## src/sesc_pkg.sv

```systemverilog
`timescale 1ns / 1ps
// ----------------------------------------------------------------------------
// sesc_pkg
// Types, codes and constants shared by the end-stop calibrator and its
// channel interfaces.
// ----------------------------------------------------------------------------
package sesc_pkg;

	// position and derived widths
	localparam int POS_W    = 12;
	localparam int LIM_W    = POS_W + 1;
	localparam int THR_W    = 12;
	localparam int TOL_W    = 12;
	localparam int STILL_W  = 8;
	localparam int POLL_W   = 16;
	localparam int MARGIN_W = 11;
	localparam int CFG_IDX_W  = 3;
	localparam int CFG_DATA_W = 16;

	localparam logic [POS_W-1:0]   POS_MAX   = {POS_W{1'b1}};
	localparam logic [STILL_W-1:0] STILL_MAX = {STILL_W{1'b1}};

	// register reset values
	localparam logic [THR_W-1:0]    TRAVEL_RST = 12'd50;
	localparam logic [TOL_W-1:0]    TOL_RST    = 12'd4;
	localparam logic [STILL_W-1:0]  NEEDED_RST = 8'd6;
	localparam logic [POLL_W-1:0]   POLL_RST   = 16'd200;
	localparam logic [MARGIN_W-1:0] MARGIN_RST = 11'd0;

	typedef enum logic [1:0] {
		CMD_START_MAX = 2'd0,
		CMD_START_MIN = 2'd1,
		CMD_GOOD      = 2'd2,
		CMD_FAILED    = 2'd3
	} cmd_t;

	typedef enum logic [2:0] {
		ST_MAX_FOUND   = 3'd0,
		ST_DONE        = 3'd1,
		ST_MAX_TIMEOUT = 3'd2,
		ST_MIN_TIMEOUT = 3'd3,
		ST_BAD_ORDER   = 3'd4
	} status_t;

	typedef enum logic [CFG_IDX_W-1:0] {
		REG_TRAVEL = 3'd0,
		REG_TOL    = 3'd1,
		REG_NEEDED = 3'd2,
		REG_POLL   = 3'd3,
		REG_MARGIN = 3'd4
	} cfg_reg_t;

	typedef enum logic [2:0] {
		PH_IDLE = 3'b001,
		PH_MAX  = 3'b010,
		PH_MIN  = 3'b100
	} phase_t;

	// absolute difference of two positions
	function automatic logic [POS_W-1:0] abs_diff(input logic [POS_W-1:0] a,
		input logic [POS_W-1:0] b);
		abs_diff = (a >= b) ? (a - b) : (b - a);
	endfunction

endpackage

```

## src/sesc_if.sv

```systemverilog
`timescale 1ns / 1ps
// ----------------------------------------------------------------------------
// sesc_if
// Valid/ready channel interfaces for the calibrator: sample requests,
// results and register writes.
// ----------------------------------------------------------------------------
interface sesc_in_if;
	import sesc_pkg::*;
	logic             valid;
	logic             ready;
	cmd_t             cmd;
	logic [POS_W-1:0] position;

	modport source (output valid, output cmd, output position, input ready);
	modport sink   (input valid, input cmd, input position, output ready);
endinterface

interface sesc_out_if;
	import sesc_pkg::*;
	logic                    valid;
	logic                    ready;
	status_t                 status;
	logic [POS_W-1:0]        found_step;
	logic [POS_W-1:0]        low_stop;
	logic [POS_W-1:0]        high_stop;
	logic [POS_W-1:0]        mid_step;
	logic [POS_W-1:0]        span_steps;
	logic signed [LIM_W-1:0] limit_halfsteps;

	modport source (output valid, output status, output found_step, output low_stop,
		output high_stop, output mid_step, output span_steps,
		output limit_halfsteps, input ready);
	modport sink   (input valid, input status, input found_step, input low_stop,
		input high_stop, input mid_step, input span_steps,
		input limit_halfsteps, output ready);
endinterface

interface sesc_cfg_if;
	import sesc_pkg::*;
	logic                  valid;
	logic                  ready;
	cfg_reg_t              index;
	logic [CFG_DATA_W-1:0] data;

	modport source (output valid, output index, output data, input ready);
	modport sink   (input valid, input index, input data, output ready);
endinterface

```

## src/servo_end_stop_calibrator_unit.sv

```systemverilog
`timescale 1ns / 1ps
// ----------------------------------------------------------------------------
// servo_end_stop_calibrator_unit
// Two-phase servo end-stop sweep tracker: detects the max and min stops from
// position samples and reports stops, center, span and safe limit.
// ----------------------------------------------------------------------------
// Each request (start or sample) is taken into an input register and handled
// by one pass of compare-and-update logic, once the result register is free or
// draining; that pass writes the phase state and, when a phase ends, the
// result register. The block takes one request per clock; a result sits in
// the output register until taken, and the input side keeps accepting while
// the result side is free or being drained that same cycle.
// Register writes are taken at once (cfg ready is always high) and should
// only be issued while no sweep request is in flight.
module servo_end_stop_calibrator_unit (
	input  logic clk,
	input  logic arst_n,
	sesc_in_if.sink    sample,
	sesc_out_if.source result,
	sesc_cfg_if.sink   cfg
);
	import sesc_pkg::*;

	// configuration registers
	logic [THR_W-1:0]    travel_q;
	logic [TOL_W-1:0]    tol_q;
	logic [STILL_W-1:0]  needed_q;
	logic [POLL_W-1:0]   poll_limit_q;
	logic [MARGIN_W-1:0] margin_q;

	// input stage
	logic             valid_s1;
	cmd_t             cmd_s1;
	logic [POS_W-1:0] pos_s1;

	// phase state
	phase_t             phase_q, phase_d;
	logic               moving_q, moving_d;
	logic [POS_W-1:0]   start_q, start_d;
	logic [POS_W-1:0]   prev_q, prev_d;
	logic [STILL_W-1:0] still_q, still_d;
	logic [POLL_W-1:0]  poll_q, poll_d;
	logic [POS_W-1:0]   max_q, max_d;

	// result register
	logic                    res_valid_q;
	status_t                 status_q, status_d;
	logic [POS_W-1:0]        found_q, found_d;
	logic [POS_W-1:0]        low_q, low_d;
	logic [POS_W-1:0]        high_q, high_d;
	logic [POS_W-1:0]        center_q, center_d;
	logic [POS_W-1:0]        span_q, span_d;
	logic signed [LIM_W-1:0] lim_q, lim_d;

	logic             advance;
	logic             fire_s1;
	logic             emit;
	logic             found;
	logic [POS_W:0]   pair_sum;
	logic [POS_W-1:0] span_w;
	logic [LIM_W:0]   lim_wide;

	assign cfg.ready = 1'b1;

	// configuration writes
	always_ff @(posedge clk or negedge arst_n) begin
		if (!arst_n) begin
			travel_q     <= TRAVEL_RST;
			tol_q        <= TOL_RST;
			needed_q     <= NEEDED_RST;
			poll_limit_q <= POLL_RST;
			margin_q     <= MARGIN_RST;
		end else if (cfg.valid) begin
			case (cfg.index)
				REG_TRAVEL: travel_q     <= cfg.data[THR_W-1:0];
				REG_TOL:    tol_q        <= cfg.data[TOL_W-1:0];
				REG_NEEDED: needed_q     <= cfg.data[STILL_W-1:0];
				REG_POLL:   poll_limit_q <= cfg.data[POLL_W-1:0];
				REG_MARGIN: margin_q     <= cfg.data[MARGIN_W-1:0];
				default: ;
			endcase
		end
	end

	// handshake: stage 1 moves on whenever the result register is free or drains
	assign advance      = !res_valid_q || result.ready;
	assign fire_s1      = valid_s1 && advance;
	assign sample.ready = !valid_s1 || advance;

	// input register
	always_ff @(posedge clk or negedge arst_n) begin
		if (!arst_n) begin
			valid_s1 <= 1'b0;
		end else if (sample.ready) begin
			valid_s1 <= sample.valid;
		end
	end

	always_ff @(posedge clk) begin
		if (sample.ready && sample.valid) begin
			cmd_s1 <= sample.cmd;
			pos_s1 <= sample.position;
		end
	end

	// derived results against the stored max stop
	assign pair_sum = {1'b0, pos_s1} + {1'b0, max_q};
	assign span_w   = max_q - pos_s1;
	assign lim_wide = {2'b00, span_w} - {{(LIM_W - MARGIN_W){1'b0}}, margin_q, 1'b0};

	// per-request state update and result selection
	always_comb begin
		phase_d  = phase_q;
		moving_d = moving_q;
		start_d  = start_q;
		prev_d   = prev_q;
		still_d  = still_q;
		poll_d   = poll_q;
		max_d    = max_q;
		found    = 1'b0;
		emit     = 1'b0;
		status_d = ST_MAX_FOUND;
		found_d  = '0;
		low_d    = '0;
		high_d   = '0;
		center_d = '0;
		span_d   = '0;
		lim_d    = '0;
		case (cmd_s1)
			CMD_START_MAX, CMD_START_MIN: begin
				phase_d  = (cmd_s1 == CMD_START_MAX) ? PH_MAX : PH_MIN;
				moving_d = 1'b0;
				start_d  = pos_s1;
				prev_d   = pos_s1;
				still_d  = '0;
				poll_d   = '0;
				if (cmd_s1 == CMD_START_MAX) begin
					max_d = POS_MAX;
				end
			end
			default: begin
				if (phase_q != PH_IDLE) begin
					poll_d = poll_q + 1'b1;
					// movement then stillness tracking on good samples
					if (cmd_s1 == CMD_GOOD) begin
						if (!moving_q) begin
							if (abs_diff(pos_s1, start_q) >= travel_q) begin
								moving_d = 1'b1;
								prev_d   = pos_s1;
								still_d  = '0;
							end
						end else if (abs_diff(pos_s1, prev_q) <= tol_q) begin
							if (still_q != STILL_MAX) begin
								still_d = still_q + 1'b1;
							end
							found = (still_d >= needed_q);
						end else begin
							still_d = '0;
							prev_d  = pos_s1;
						end
					end
					emit = found || (poll_d >= poll_limit_q);
					if (emit) begin
						if (!found) begin
							status_d = (phase_q == PH_MAX) ? ST_MAX_TIMEOUT : ST_MIN_TIMEOUT;
						end else if (phase_q == PH_MAX) begin
							max_d    = pos_s1;
							status_d = ST_MAX_FOUND;
							found_d  = pos_s1;
							high_d   = pos_s1;
						end else if (max_q <= pos_s1) begin
							status_d = ST_BAD_ORDER;
							found_d  = pos_s1;
							high_d   = max_q;
						end else begin
							status_d = ST_DONE;
							found_d  = pos_s1;
							low_d    = pos_s1;
							high_d   = max_q;
							center_d = pair_sum[POS_W:1];
							span_d   = span_w;
							lim_d    = signed'(lim_wide[LIM_W-1:0]);
						end
						// back to idle
						phase_d  = PH_IDLE;
						moving_d = 1'b0;
						start_d  = '0;
						prev_d   = '0;
						still_d  = '0;
						poll_d   = '0;
					end
				end
			end
		endcase
	end

	// phase state registers
	always_ff @(posedge clk or negedge arst_n) begin
		if (!arst_n) begin
			phase_q  <= PH_IDLE;
			moving_q <= 1'b0;
			start_q  <= '0;
			prev_q   <= '0;
			still_q  <= '0;
			poll_q   <= '0;
			max_q    <= POS_MAX;
		end else if (fire_s1) begin
			phase_q  <= phase_d;
			moving_q <= moving_d;
			start_q  <= start_d;
			prev_q   <= prev_d;
			still_q  <= still_d;
			poll_q   <= poll_d;
			max_q    <= max_d;
		end
	end

	// result register
	always_ff @(posedge clk or negedge arst_n) begin
		if (!arst_n) begin
			res_valid_q <= 1'b0;
		end else if (advance) begin
			res_valid_q <= fire_s1 && emit;
		end
	end

	always_ff @(posedge clk) begin
		if (fire_s1 && emit) begin
			status_q <= status_d;
			found_q  <= found_d;
			low_q    <= low_d;
			high_q   <= high_d;
			center_q <= center_d;
			span_q   <= span_d;
			lim_q    <= lim_d;
		end
	end

	assign result.valid           = res_valid_q;
	assign result.status          = status_q;
	assign result.found_step      = found_q;
	assign result.low_stop        = low_q;
	assign result.high_stop       = high_q;
	assign result.mid_step        = center_q;
	assign result.span_steps      = span_q;
	assign result.limit_halfsteps = lim_q;

`ifndef NO_ASSERTIONS
	// a phase that reports always returns to idle
	assert property (@(posedge clk) disable iff (!arst_n)
		fire_s1 && emit |=> phase_q == PH_IDLE)
		else $error("phase not idle after result");

	// still counting only happens after movement was seen
	assert property (@(posedge clk) disable iff (!arst_n)
		!moving_q |-> still_q == '0)
		else $error("still count without movement");

	// idle keeps the poll counter and movement flag cleared
	assert property (@(posedge clk) disable iff (!arst_n)
		phase_q == PH_IDLE |-> poll_q == '0 && !moving_q)
		else $error("idle phase with live counters");

	// a finished calibration has ordered stops and a matching span
	assert property (@(posedge clk) disable iff (!arst_n)
		res_valid_q && status_q == ST_DONE |->
			low_q < high_q && span_q == high_q - low_q)
		else $error("inconsistent done result");
`endif

endmodule

```

## src/flat_wrapper.sv

```systemverilog
// flat-port wrapper written by rule: the top's interface ports become plain ports
module servo_end_stop_calibrator_unit_flat import sesc_pkg::*;
  (clk, arst_n, sample_valid, sample_cmd, sample_position, sample_ready, result_valid, result_status, result_found_step, result_low_stop, result_high_stop, result_mid_step, result_span_steps, result_limit_halfsteps, result_ready, cfg_valid, cfg_index, cfg_data, cfg_ready);
  sesc_in_if sample_i ();
  sesc_out_if result_i ();
  sesc_cfg_if cfg_i ();
  input  logic clk;
  input  logic arst_n;
  input wire logic [$bits(sample_i.valid)-1:0] sample_valid;
  input wire logic [$bits(sample_i.cmd)-1:0] sample_cmd;
  input wire logic [$bits(sample_i.position)-1:0] sample_position;
  output wire logic [$bits(sample_i.ready)-1:0] sample_ready;
  output wire logic [$bits(result_i.valid)-1:0] result_valid;
  output wire logic [$bits(result_i.status)-1:0] result_status;
  output wire logic [$bits(result_i.found_step)-1:0] result_found_step;
  output wire logic [$bits(result_i.low_stop)-1:0] result_low_stop;
  output wire logic [$bits(result_i.high_stop)-1:0] result_high_stop;
  output wire logic [$bits(result_i.mid_step)-1:0] result_mid_step;
  output wire logic [$bits(result_i.span_steps)-1:0] result_span_steps;
  output wire logic [$bits(result_i.limit_halfsteps)-1:0] result_limit_halfsteps;
  input wire logic [$bits(result_i.ready)-1:0] result_ready;
  input wire logic [$bits(cfg_i.valid)-1:0] cfg_valid;
  input wire logic [$bits(cfg_i.index)-1:0] cfg_index;
  input wire logic [$bits(cfg_i.data)-1:0] cfg_data;
  output wire logic [$bits(cfg_i.ready)-1:0] cfg_ready;
  assign sample_i.valid = sample_valid;
  assign sample_i.cmd = sample_cmd;
  assign sample_i.position = sample_position;
  assign sample_ready = sample_i.ready;
  assign result_valid = result_i.valid;
  assign result_status = result_i.status;
  assign result_found_step = result_i.found_step;
  assign result_low_stop = result_i.low_stop;
  assign result_high_stop = result_i.high_stop;
  assign result_mid_step = result_i.mid_step;
  assign result_span_steps = result_i.span_steps;
  assign result_limit_halfsteps = result_i.limit_halfsteps;
  assign result_i.ready = result_ready;
  assign cfg_i.valid = cfg_valid;
  assign cfg_i.index = cfg_index;
  assign cfg_i.data = cfg_data;
  assign cfg_ready = cfg_i.ready;
  servo_end_stop_calibrator_unit u_core (.clk(clk), .arst_n(arst_n), .sample(sample_i), .result(result_i), .cfg(cfg_i));
endmodule
```

## config.mk

```make
export PLATFORM = sky130hd
export DESIGN_NAME = servo_end_stop_calibrator_unit_flat
export DESIGN_NICKNAME = d
export VERILOG_FILES = /design/src/sesc_pkg.sv /design/src/sesc_if.sv /design/src/servo_end_stop_calibrator_unit.sv /design/src/flat_wrapper.sv
export SDC_FILE = /design/constraint.sdc
export NUM_CORES = 1
export LEC_CHECK = 0
export ABC_AREA = 1
export BUFFER_PORTS_ARGS = -buffer_cell sky130_fd_sc_hd__buf_4
export CAP_MARGIN = 20
export CORE_UTILIZATION = 66
export CTS_BUF_LIST = sky130_fd_sc_hd__clkbuf_4 sky130_fd_sc_hd__clkbuf_8 sky130_fd_sc_hd__clkbuf_16
export DETAILED_ROUTE_END_ITERATION = 10
export GPL_TIMING_DRIVEN = 0
export PLACE_DENSITY = 0.87
export SYNTH_ARGS = -nofsm -noshare
export SYNTH_HDL_FRONTEND = slang
export SYNTH_SLANG_ARGS = --single-unit
```

## constraint.sdc

```tcl
create_clock -name clk -period 14.9 [get_ports clk]
set_input_delay 0.745 -clock clk [delete_from_list [all_inputs] [get_ports clk]]
set_output_delay 0.745 -clock clk [all_outputs]
set_load 0.1 [all_outputs]
```

[Yosys cells after proc, flatten, opt, wreduce, memory -nomap -nowiden]
Index checks and enable logic that the tools add are counted.
Word-level totals
  logic and storage cells: 138
  bits of input ports: 38
  register bits: 215
  output and inout bits: 79
Cells by class
  magnitude comparators: 7
  equal/unequal tests: 11
  add/subtract/negate cells: 9
  multiplexer cells: 55
  bitwise gates (word level): 3
  reduce and logical (&&, ||, !) cells: 30
Operators by type and width (count)
  12-bit 2-to-1 mux: 18
  8-bit 2-to-1 mux: 13
  12-bit subtractor: 5
  16-bit 2-to-1 mux: 3
  12-bit >= comparator: 3
  12-bit <= comparator: 2
  3-bit 2-to-1 mux: 7
  16-bit by 1-bit adder with 16-bit output (second input constant): 1
  16-bit >= comparator: 1
  1-bit 2-to-1 mux: 14
  12-bit by 12-bit adder with 13-bit output: 1
  12-bit by 12-bit subtractor with 13-bit output: 1
  2-bit AND reduction: 6
  5-bit AND reduction: 2
  3-bit by 2-bit == test with 1-bit output (second input constant): 3
  8-bit by 1-bit adder with 8-bit output (second input constant): 1
  8-bit >= comparator: 1
  8-bit != test (second input constant): 1
  7-bit OR reduction: 1
  3-bit AND reduction: 2
  2-bit nonzero test: 3
  5-bit OR reduction: 1
  4-bit != test (second input constant): 1
  4-bit AND reduction: 1
  16 further kinds: 23

[Longest topological paths before layout]
Gate-level depths: netlist (run 1).
  word-level depth: 18
  gate-level depth with buffers: 30
  depth with buffers taken out: 28

[Worst setup path after synthesis (run 1)]
Ideal clock, no wire load.
  kind: register -> register
  start point: register u_core.pos_s1[0]
  end point: register u_core.found_q[0] (netlist: u_core.result.found_step[0]) (enable)
  stages on the path, launching flop included: 27
  setup slack: 9.470 ns
  setup time: 0.429 ns
  path buffers: 1
  clock period less this slack: 5.430 ns
  required time: 14.471 ns
  arrival: 5.001 ns
  cells stage by stage: edfxtp_1 > inv_1 > ha_1 > inv_1 > fa_1 > a21oi_1 > inv_1 > nand3_1 > nand3_1 > buf_4 > nand2_1 > nand3b_1 > nand2_1 > inv_1 > ha_1 > nand2_1 > nor2_2 > and2_2 > nand2_1 > nand3_2 > nand2_1 > nand3_2 > nand2_1 > nand2_1 > nor2_1 > nand2_1 > inv_1
On the way
  longest elaborated chain between the ends: 12
  elaborated cells on any way between the ends: 14
  those cells by class: add/sub: 2; order compare: 2; mux: 8; reduce/logical: 2
Ends and longest elaborated chain
  from (decl): line servo_end_stop_calibrator_unit.sv:34  | logic [POS_W-1:0] pos_s1;
  from (signal assigned): line servo_end_stop_calibrator_unit.sv:102  | pos_s1 <= sample.position;
  12-bit subtractor / 12-bit >= comparator (equally long branches): line sesc_pkg.sv:62  | abs_diff = (a >= b) ? (a - b) : (b - a);
  12-bit 2-to-1 mux (*): line sesc_pkg.sv:62
  12-bit <= comparator (*): line servo_end_stop_calibrator_unit.sv:152  | end else if (abs_diff(pos_s1, prev_q) <= tol_q) begin
  1-bit 2-to-1 mux (*): line servo_end_stop_calibrator_unit.sv:152
  1-bit 2-to-1 mux (*): line servo_end_stop_calibrator_unit.sv:146  | if (!moving_q) begin
  1-bit 2-to-1 mux (*): line servo_end_stop_calibrator_unit.sv:145  | if (cmd_s1 == CMD_GOOD) begin
  1-bit 2-to-1 mux (*): line servo_end_stop_calibrator_unit.sv:142  | if (phase_q != PH_IDLE) begin
  1-bit 2-to-1 mux (*): line servo_end_stop_calibrator_unit.sv:129  | case (cmd_s1)
  1-bit logical OR (*): line servo_end_stop_calibrator_unit.sv:162  | emit = found || (poll_d >= poll_limit_q);
  1-bit 2-to-1 mux (*): line servo_end_stop_calibrator_unit.sv:142
  1-bit 2-to-1 mux (*): line servo_end_stop_calibrator_unit.sv:129
  1-bit logical AND (*): line servo_end_stop_calibrator_unit.sv:228  | if (fire_s1 && emit) begin
  to (signal assigned): line servo_end_stop_calibrator_unit.sv:230  | found_q <= found_d;
  to (decl): line servo_end_stop_calibrator_unit.sv:48  | logic [POS_W-1:0] found_q, found_d;
Mark *: on every way between the ends. The rest lies on a longest branch, timed or not. The select of a mux whose other input is x is not followed.
A chain may end at the register's enable or synchronous reset.

[Worst setup path in the final report (run 1)]
  start point: register u_core.pos_s1[0]
  end point: register u_core.low_q[7] (netlist: u_core.result.low_stop[7]) (enable)
On the way
  longest elaborated chain between the ends: 12
  elaborated cells on any way between the ends: 14
  those cells by class: add/sub: 2; order compare: 2; mux: 8; reduce/logical: 2
Ends and longest elaborated chain
  12-bit subtractor / 12-bit >= comparator (equally long branches): line sesc_pkg.sv:62
  12-bit 2-to-1 mux (*): line sesc_pkg.sv:62
  12-bit <= comparator (*): line servo_end_stop_calibrator_unit.sv:152
  1-bit 2-to-1 mux (*): line servo_end_stop_calibrator_unit.sv:152
  1-bit 2-to-1 mux (*): line servo_end_stop_calibrator_unit.sv:146
  1-bit 2-to-1 mux (*): line servo_end_stop_calibrator_unit.sv:145
  1-bit 2-to-1 mux (*): line servo_end_stop_calibrator_unit.sv:142
  1-bit 2-to-1 mux (*): line servo_end_stop_calibrator_unit.sv:129
  1-bit logical OR (*): line servo_end_stop_calibrator_unit.sv:162
  1-bit 2-to-1 mux (*): line servo_end_stop_calibrator_unit.sv:142
  1-bit 2-to-1 mux (*): line servo_end_stop_calibrator_unit.sv:129
  1-bit logical AND (*): line servo_end_stop_calibrator_unit.sv:228
  to (signal assigned): line servo_end_stop_calibrator_unit.sv:231  | low_q <= low_d;
  to (decl): line servo_end_stop_calibrator_unit.sv:49  | logic [POS_W-1:0] low_q, low_d;
Marks and branches as above.

==> results of run 1 <==
## metal layers
| metal | share of wire | global-route usage | vias to the layer above |
|---|---|---|---|
| met5 | 0 | 0 | - |
| met4 | 0.046 | 0.159 | 0 |
| met3 | 0.072 | 0.0482 | 128 |
| met2 | 0.48 | 0.598 | 541 |
| met1 | 0.40 | 0.454 | 5939 |
| li1 | - | - | 5965 |
## kinds of logic (layout without fill, tap and decap cells)
family | count (synthesis) | after routing | synth area share
flip-flops | 214 | 214 | 0.413
other | 1 | 1 | 0.000265
buffers and inverters | 336 | 493 | 0.0944
XOR/XNOR | 54 | 54 | 0.0335
adder cells (fa/ha/maj) | 138 | 138 | 0.126
AO/OA/AOI/OAI | 281 | 281 | 0.107
AND/OR/NAND/NOR | 748 | 748 | 0.226
## cell type report
cell class / count / share of cell area
clock buffers: 27 / 0.0384
flip-flops and latches: 214 / 0.362
multi-input cells: 1222 / 0.433
plain buffers: 51 / 0.0164
well taps: 275 / 0.0214
inverters: 285 / 0.0666
clock inverters: 14 / 0.00700
repair buffers: 116 / 0.0556
## stage by stage
stage / hold slack (ps) / instances
2_1_floorplan: 442 / 1772
3_3_place_gp: 458 / 2162
3_5_place_dp: 470 / 2163
4_1_cts: 155 / 2204
5_1_grt: 177 / 2204
6_report: 145 / 2204
## layout by cell type, fill, tap and decap left out, types with 23 or more instances in the layout
master / Yosys / final
dfrtp_1: 103 / 103
a21oi_1: 116 / 116
nor3_1: 25 / 25
buf_4: 7 / 121
ha_1: 131 / 131
o21ai_0: 124 / 124
xor2_1: 48 / 48
nor2_1: 106 / 106
clkbuf_1: 24 / 24
nand3_1: 78 / 78
edfxtp_1: 89 / 89
clkbuf_16: 0 / 23
nand2_1: 473 / 473
inv_1: 278 / 277
## critical path, cell delays in order, from the launching register on
cell and delay (ps):
edfxtp_1 540, inv_1 340, ha_1 250, inv_1 70
fa_1 490, a21oi_1 260, inv_1 100, nand3_1 80
nand3_1 150, inv_2 210, nand2_1 100, nand2_1 70
nand2_1 40, nand2_1 100, inv_1 50, ha_1 280
nand2_1 100, nor2_2 50, and2_2 190, nand2_1 80
nand3_2 110, nand2_1 120, nand3_2 180, nand2_1 220
nand2_1 90, nor2_1 150, nand2_1 170, inv_4 680
## power by group
part	internal, uW	total [uW]	switching, uW	leakage [uW]
Combinational	420	1180	761	0.00542
Sequential	694	760	66.1	0.00223
Clock	317	563	247	0.000363
## final timing paths
| path | start | to | slack, ps | cells after the start |
|---|---|---|---|---|
| max | u_core.pos_s1[0]$_DFFE_PP_ | u_core.result.low_stop[7]$_SDFFCE_PP0P_ | 9150 | 27 |
| min | arst_n | u_core.margin_q[0]$_DFFE_PN0P_ | 140 | 1 |
| max reg2reg | u_core.pos_s1[0]$_DFFE_PP_ | u_core.result.low_stop[7]$_SDFFCE_PP0P_ | 9150 | 27 |
| min reg2reg | u_core.phase_q[0]$_DFFE_PN1P_ | u_core.phase_q[0]$_DFFE_PN1P_ | 480 | 2 |
| max in group asynchronous | arst_n | u_core.travel_q[5]$_DFFE_PN1P_ | 13960 | 2 |
| min in group clk | sample_position[3] | u_core.pos_s1[3]$_DFFE_PP_ | 390 | 1 |
==> metrics.md, run 1 <==
| Metric | Value |
|---|---|
| Number of flops mapped to enable cells by yosys | `slightly below 90` |
| Initial DRC Count | `between 1,000 and 1,500` |
| Placed Area | `roughly 15,000 um2` |
| Chip height | `around 150 um` |
| Setup ws final | `9150 ps` |
| Kind of critical path | `flop to flop` |
| Distinct cells, synth | `49` |
| Post-Syn Area | `approximately 14,000 um2` |
| Layout cells sized above 1 | `0.133` |
| FMAX | `0.174 GHz` |
| Vias in the first global route | `around 12,000` |
| Fin crit share | `0.386` |
| Max-Cap Viols | `0` |
| Worst slew margin | `0.350` |
| FF/Latch Area | `between 5000 and 6000 um2` |
| First-pass GRT wire length | `60,900 um` |
| CTS resizes | `0` |
| Max-slew violations | `0` |
| Top-count cell post-synth | `nand2_1` |
| Worst Path Max Fanout | `75` |
| Fill count | `around 1,500` |
| Transition time at the pin with the least slew margin | `971 ps` |
| Number of CTS-inserted buffers | `23` |
| Worst EP arrival | `a little under 6000 ps` |
| PD cells | `156 nW/um2` |
| Via-per-instance ratio | `between 5 and 6` |
| Status | `finished, final reports clean` |
| Synth top area share | `0.189` |
| YS warnings | `0` |
| PortBufs | `around 120` |
| Syn nets | `around 1,900` |
| Synthesized area per cell | `around 8.0 um2` |
| Clock sink count | `~210` |
| WL final | `approximately 38,000 um` |
| Hold Crit Class | `input pin to asynchronous set/reset pin` |
| Cells after Synth | `between 1,500 and 2,000` |
| Post-layout util | `0.766` |
| Final setup viols | `0` |
| H-tree lvl count | `1` |
| Synth Flop Type | `dfrtp_1` |
| Post-CTS Setup Bufs | `0` |
| Dominant cell type by area after synthesis | `edfxtp_1` |
| N_diodes | `0` |
| Antenna Nets Post-Route | `0` |
| # rows | `53` |
| Total chip power | `roughly 2500 uW` |
| GRT Util Overall | `0.354` |
| Routability cong. | `between 0.9 and 1` |
| Area Overhead vs Synth | `14.0%` |
| Core box area | `approximately 21,000 um2` |
| Peak supply drop | `roughly 0.00010 V` |
| Pre-CTS WS | `a little over 9000 ps` |
| DP Wirelength | `roughly 28,000 um` |
| Clock buffer depth | `3` |
| Setup crit end kind | `flop` |
| Req. time, crit path | `approximately 15,000 ps` |
| Initial Util | `0.672` |
| Yosys reg bits | `between 200 and 250` |
| Multi-input gate area | `6960 um2` |
| Pin count of the biggest net entering global routing | `84` |
| RSZ-0062 raised after global routing | `false` |
| Gr ovfl total | `0` |
| Wire length per cell | `17.4 um` |
| Seq/Total Area, Yosys | `0.413` |
| Clk root buf | `clkbuf_16` |
| Final hold vios | `0` |
| Fin crit period | `5750 ps` |
| Routed vias | `between 10,000 and 15,000` |
| Detailed Routing Iterations Pass 1 | `6` |
| Final #Nets | `2,089` |
| # DRC | `0` |
| I/O Pins | `~120` |
| Cts hold-fix bufs | `0` |
| Worst skew pair latency | `about 530 ps` |
| Top cells by area, synth | `edfxtp_1, dfrtp_1, nand2_1` |
| Antenna violations before repair | `0` |
| Fin area | `16,100 um2` |
| Post-synth ARST share | `0.584` |
| Post-synth top cells | `nand2_1, inv_1, ha_1` |
| Worst setup SP type | `flop` |
| Setup tns final | `0 ps` |
| TritonCTS clock tree | `yes` |
| Skew final | `21.1 ps` |
| DIE AREA | `~22,000 um2` |
| Die W | `about 150 um` |
| CTS clk-pin slew, worst paths | `60 ps` |
| Lkg Pwr | `0.00801 uW` |
Note: power is estimated with default switching activity, not from simulation.
==> run 2, diff against run 1 <==
CORE_UTILIZATION = 61   (was 66)
PLACE_DENSITY = 0.81   (was 0.87)
clock period = 5.6 ns   (was 14.9 ns; I/O delays follow)
==> metrics.md, run 2 (synthesis gave the netlist of run 1 again) <==
| Metric | Value |
|---|---|
| Commonest non-fill, non-tap cell in the layout | `nand2_1` |
| Max-Cap Viols | `0 (unchanged)` |
| Total internal power | `3990 uW (+180%)` |
| Final setup viols | `0 (unchanged)` |
| Max stage delay on crit path | `570 ps (-110 ps)` |
| Antenna violations before repair | `0 (unchanged)` |
| H-tree lvl count | `1 (unchanged)` |
| Max-slew violations | `0 (unchanged)` |
| PD cells | `416 nW/um2 (+170%)` |
| First-pass GRT wire length | `59,800 um (-1.8%)` |
| Finished Layout Cells | `2,235 (+1.4%)` |
| Initial Util | `0.624 (-0.0481)` |
| Clock buffer depth | `3 (unchanged)` |
| Worst skew pair latency | `530 ps (about the same)` |
| Switching Share | `0.416 (-0.0130)` |
| Initial DRC Count | `1,015 (-8.3%)` |
| Worst Path Buf+Inv | `6 (unchanged)` |
| Placed Area | `15,400 um2 (about the same)` |
| Core box area | `22,600 um2 (+7.7%)` |
| Wire length per cell | `16.9 um (-2.9%)` |
| Fin crit period | `5350 ps (-409 ps)` |
| Number of CTS-inserted buffers | `24 (+4.3%)` |
| GRT Util Overall | `0.319 (-0.0351)` |
| Post-layout util | `0.726 (-0.0395)` |
| Flop pwr share | `0.295 (-0.009)` |
| Layout cells sized above 1 | `0.135 (+0.00215)` |
| FMAX | `0.187 GHz (+7.6%)` |
| Setup tns final | `0 ps (unchanged)` |
| Routability cong. | `1.00 (+2.6%)` |
| Status | `finished, final reports clean` |
| Fin crit share | `0.955 (+0.568)` |
| TritonCTS clock tree | `yes` |
| Kind of critical path | `flop to flop` |
| Hold_ws | `18.5 ps (-126 ps)` |
| I/O Pins | `117 (unchanged)` |
| Peak supply drop | `0.000265 V (+160%)` |
| Final hold vios | `0 (unchanged)` |
| Post-CTS Setup Bufs | `0 (unchanged)` |
| # rows | `55 (+3.8%)` |
| PortBufs | `115 (unchanged)` |
| Skew final | `14.2 ps (-6.97 ps)` |
| Critical Path Most Common Cell | `nand2_1` |
| WL final | `37,700 um (-1.6%)` |
| Pin count of the biggest net entering global routing | `76 (-9.5%)` |
| Switch Pwr | `2840 uW (+160%)` |
| Worst Path Max Fanout | `75 (unchanged)` |
| Via-per-instance ratio | `5.52 (-3.2%)` |
| Transition time at the pin with the least slew margin | `940 ps (-30.8 ps)` |
| Worst path top cell family by delay | `simple AND/OR/NAND/NOR gates` |
| Vias in the first global route | `11,952 (-1.7%)` |
| DIE AREA | `23,800 um2 (+8.1%)` |
| Commonest cells after routing, fill and taps aside | `nand2_1, inv_1, ha_1` |
| Clk pwr share | `0.248 (+0.023)` |
| Gr ovfl total | `0 (unchanged)` |
| Req. time, crit path | `5780 ps (-9250 ps)` |
| Clock sink count | `214 (unchanged)` |
| Lkg Pwr | `0.00816 uW (+1.8%)` |
| CTS clk-pin slew, worst paths | `60 ps (about the same)` |
| Comb pwr share | `0.457 (-0.015)` |
| # DRC | `0 (unchanged)` |
| DP Wirelength | `28,300 um (-0.51%)` |
| Chip height | `154 um (+4.0%)` |
| Routed vias | `12,343 (-1.8%)` |
| Die W | `154 um (+4.0%)` |
| Worst setup SP type | `flop` |
| Worst slew margin | `0.371 (+0.0206)` |
| Fin area | `16,400 um2 (+2.1%)` |
| Area Overhead vs Synth | `16.4%` |
| RSZ-0062 raised after global routing | `false` |
| Final #Nets | `2,108 (+0.91%)` |
| Setup crit end kind | `flop` |
| Worst EP arrival | `5530 ps (-360 ps)` |
| Detailed Routing Iterations Pass 1 | `5 (-1)` |
| Hold Crit Class | `input pin to flop` |
| Placed cell count | `2,173 (+0.46%)` |
| N_diodes | `0 (unchanged)` |
| Clk root buf | `clkbuf_16` |
| Slowest cell on crit path | `edfxtp_1` |
| Antenna Nets Post-Route | `0 (unchanged)` |
run 2: cell count changes in the layout (fill, tap and decap cells not counted), sizes merged:
cell and change:
bufinv +2, clkbuf +6, clkinv -1, dlygate4sd3 +18, inv -4
run 2: path summary, 6_finish.rpt:
| kind | endpoint | slack [ps] | start | cells after the start |
|---|---|---|---|---|
| hold / removal | u_core.poll_limit_q[14]$_DFFE_PN0P_ | 20 | cfg_data[14] | 3 |
| max in group asynchronous | u_core.tol_q[2]$_DFFE_PN1P_ | 4520 | arst_n | 3 |
| hold reg to reg | u_core.start_q[11]$_DFFE_PN0P_ | 470 | u_core.start_q[11]$_DFFE_PN0P_ | 2 |
| min in group asynchronous | u_core.margin_q[0]$_DFFE_PN0P_ | 290 | arst_n | 2 |
| setup reg to reg | u_core.result.low_stop[1]$_SDFFCE_PP0P_ | 250 | u_core.pos_s1[0]$_DFFE_PP_ | 27 |
| setup / recovery | u_core.result.low_stop[1]$_SDFFCE_PP0P_ | 250 | u_core.pos_s1[0]$_DFFE_PP_ | 27 |
run 2: final cells by class:
class                           instances  area (um2)
Clock buffer                           33         739
Sequential cell                       214        5830
Fill cell                            1732        6200
Multi-Input combinational cell       1222        6960
Timing Repair Buffer                  134        1070
Tap cell                              285         357
Buffer                                 51         264
Clock inverter                         11         116
Inverter                              285        1100
run 2: worst min-delay path, delay by kind of cell:
family / cells / cell delay, ps
AND/OR/NAND/NOR: 1 / 30
buffers and inverters: 1 / 80
AO/OA/AOI/OAI: 1 / 100
run 2: what timing repair did:
action	CTS	global route
pin swaps	0	0
hold buffers	18	0
endpoints found under the setup margin	75	75
cloned	0	0
gates resized for setup	1	5
hold endpoints to repair	70	0
run 2: power by group through the flow:
| stage | clock network [uW] | registers, uW | logic [uW] |
|---|---|---|---|
| floorplan | 0 | 2000 | 2330 |
| global placement | 0 | 2030 | 2960 |
| detailed placement | 0 | 2040 | 3060 |
| CTS | 1700 | 2010 | 3100 |
| global route | 1770 | 2040 | 3550 |
| finish | 1690 | 2020 | 3120 |
run 2: per-layer routing:
layer | GRT usage | wire, um
met5 | 0 | 0
met4 | 0.118 | 1260
met3 | 0.0420 | 2250
met2 | 0.550 | 18200
met1 | 0.411 | 16000
run 2: through the flow:
| step | total power [uW] | worst slack, ps |
|---|---|---|
| after floorplan | 4330 | 170 |
| after global placement | 4990 | -1250 |
| after detailed placement | 5100 | -22.6 |
| after CTS | 6810 | 86.1 |
| after global routing | 7350 | 18.7 |
| final | 6830 | 255 |
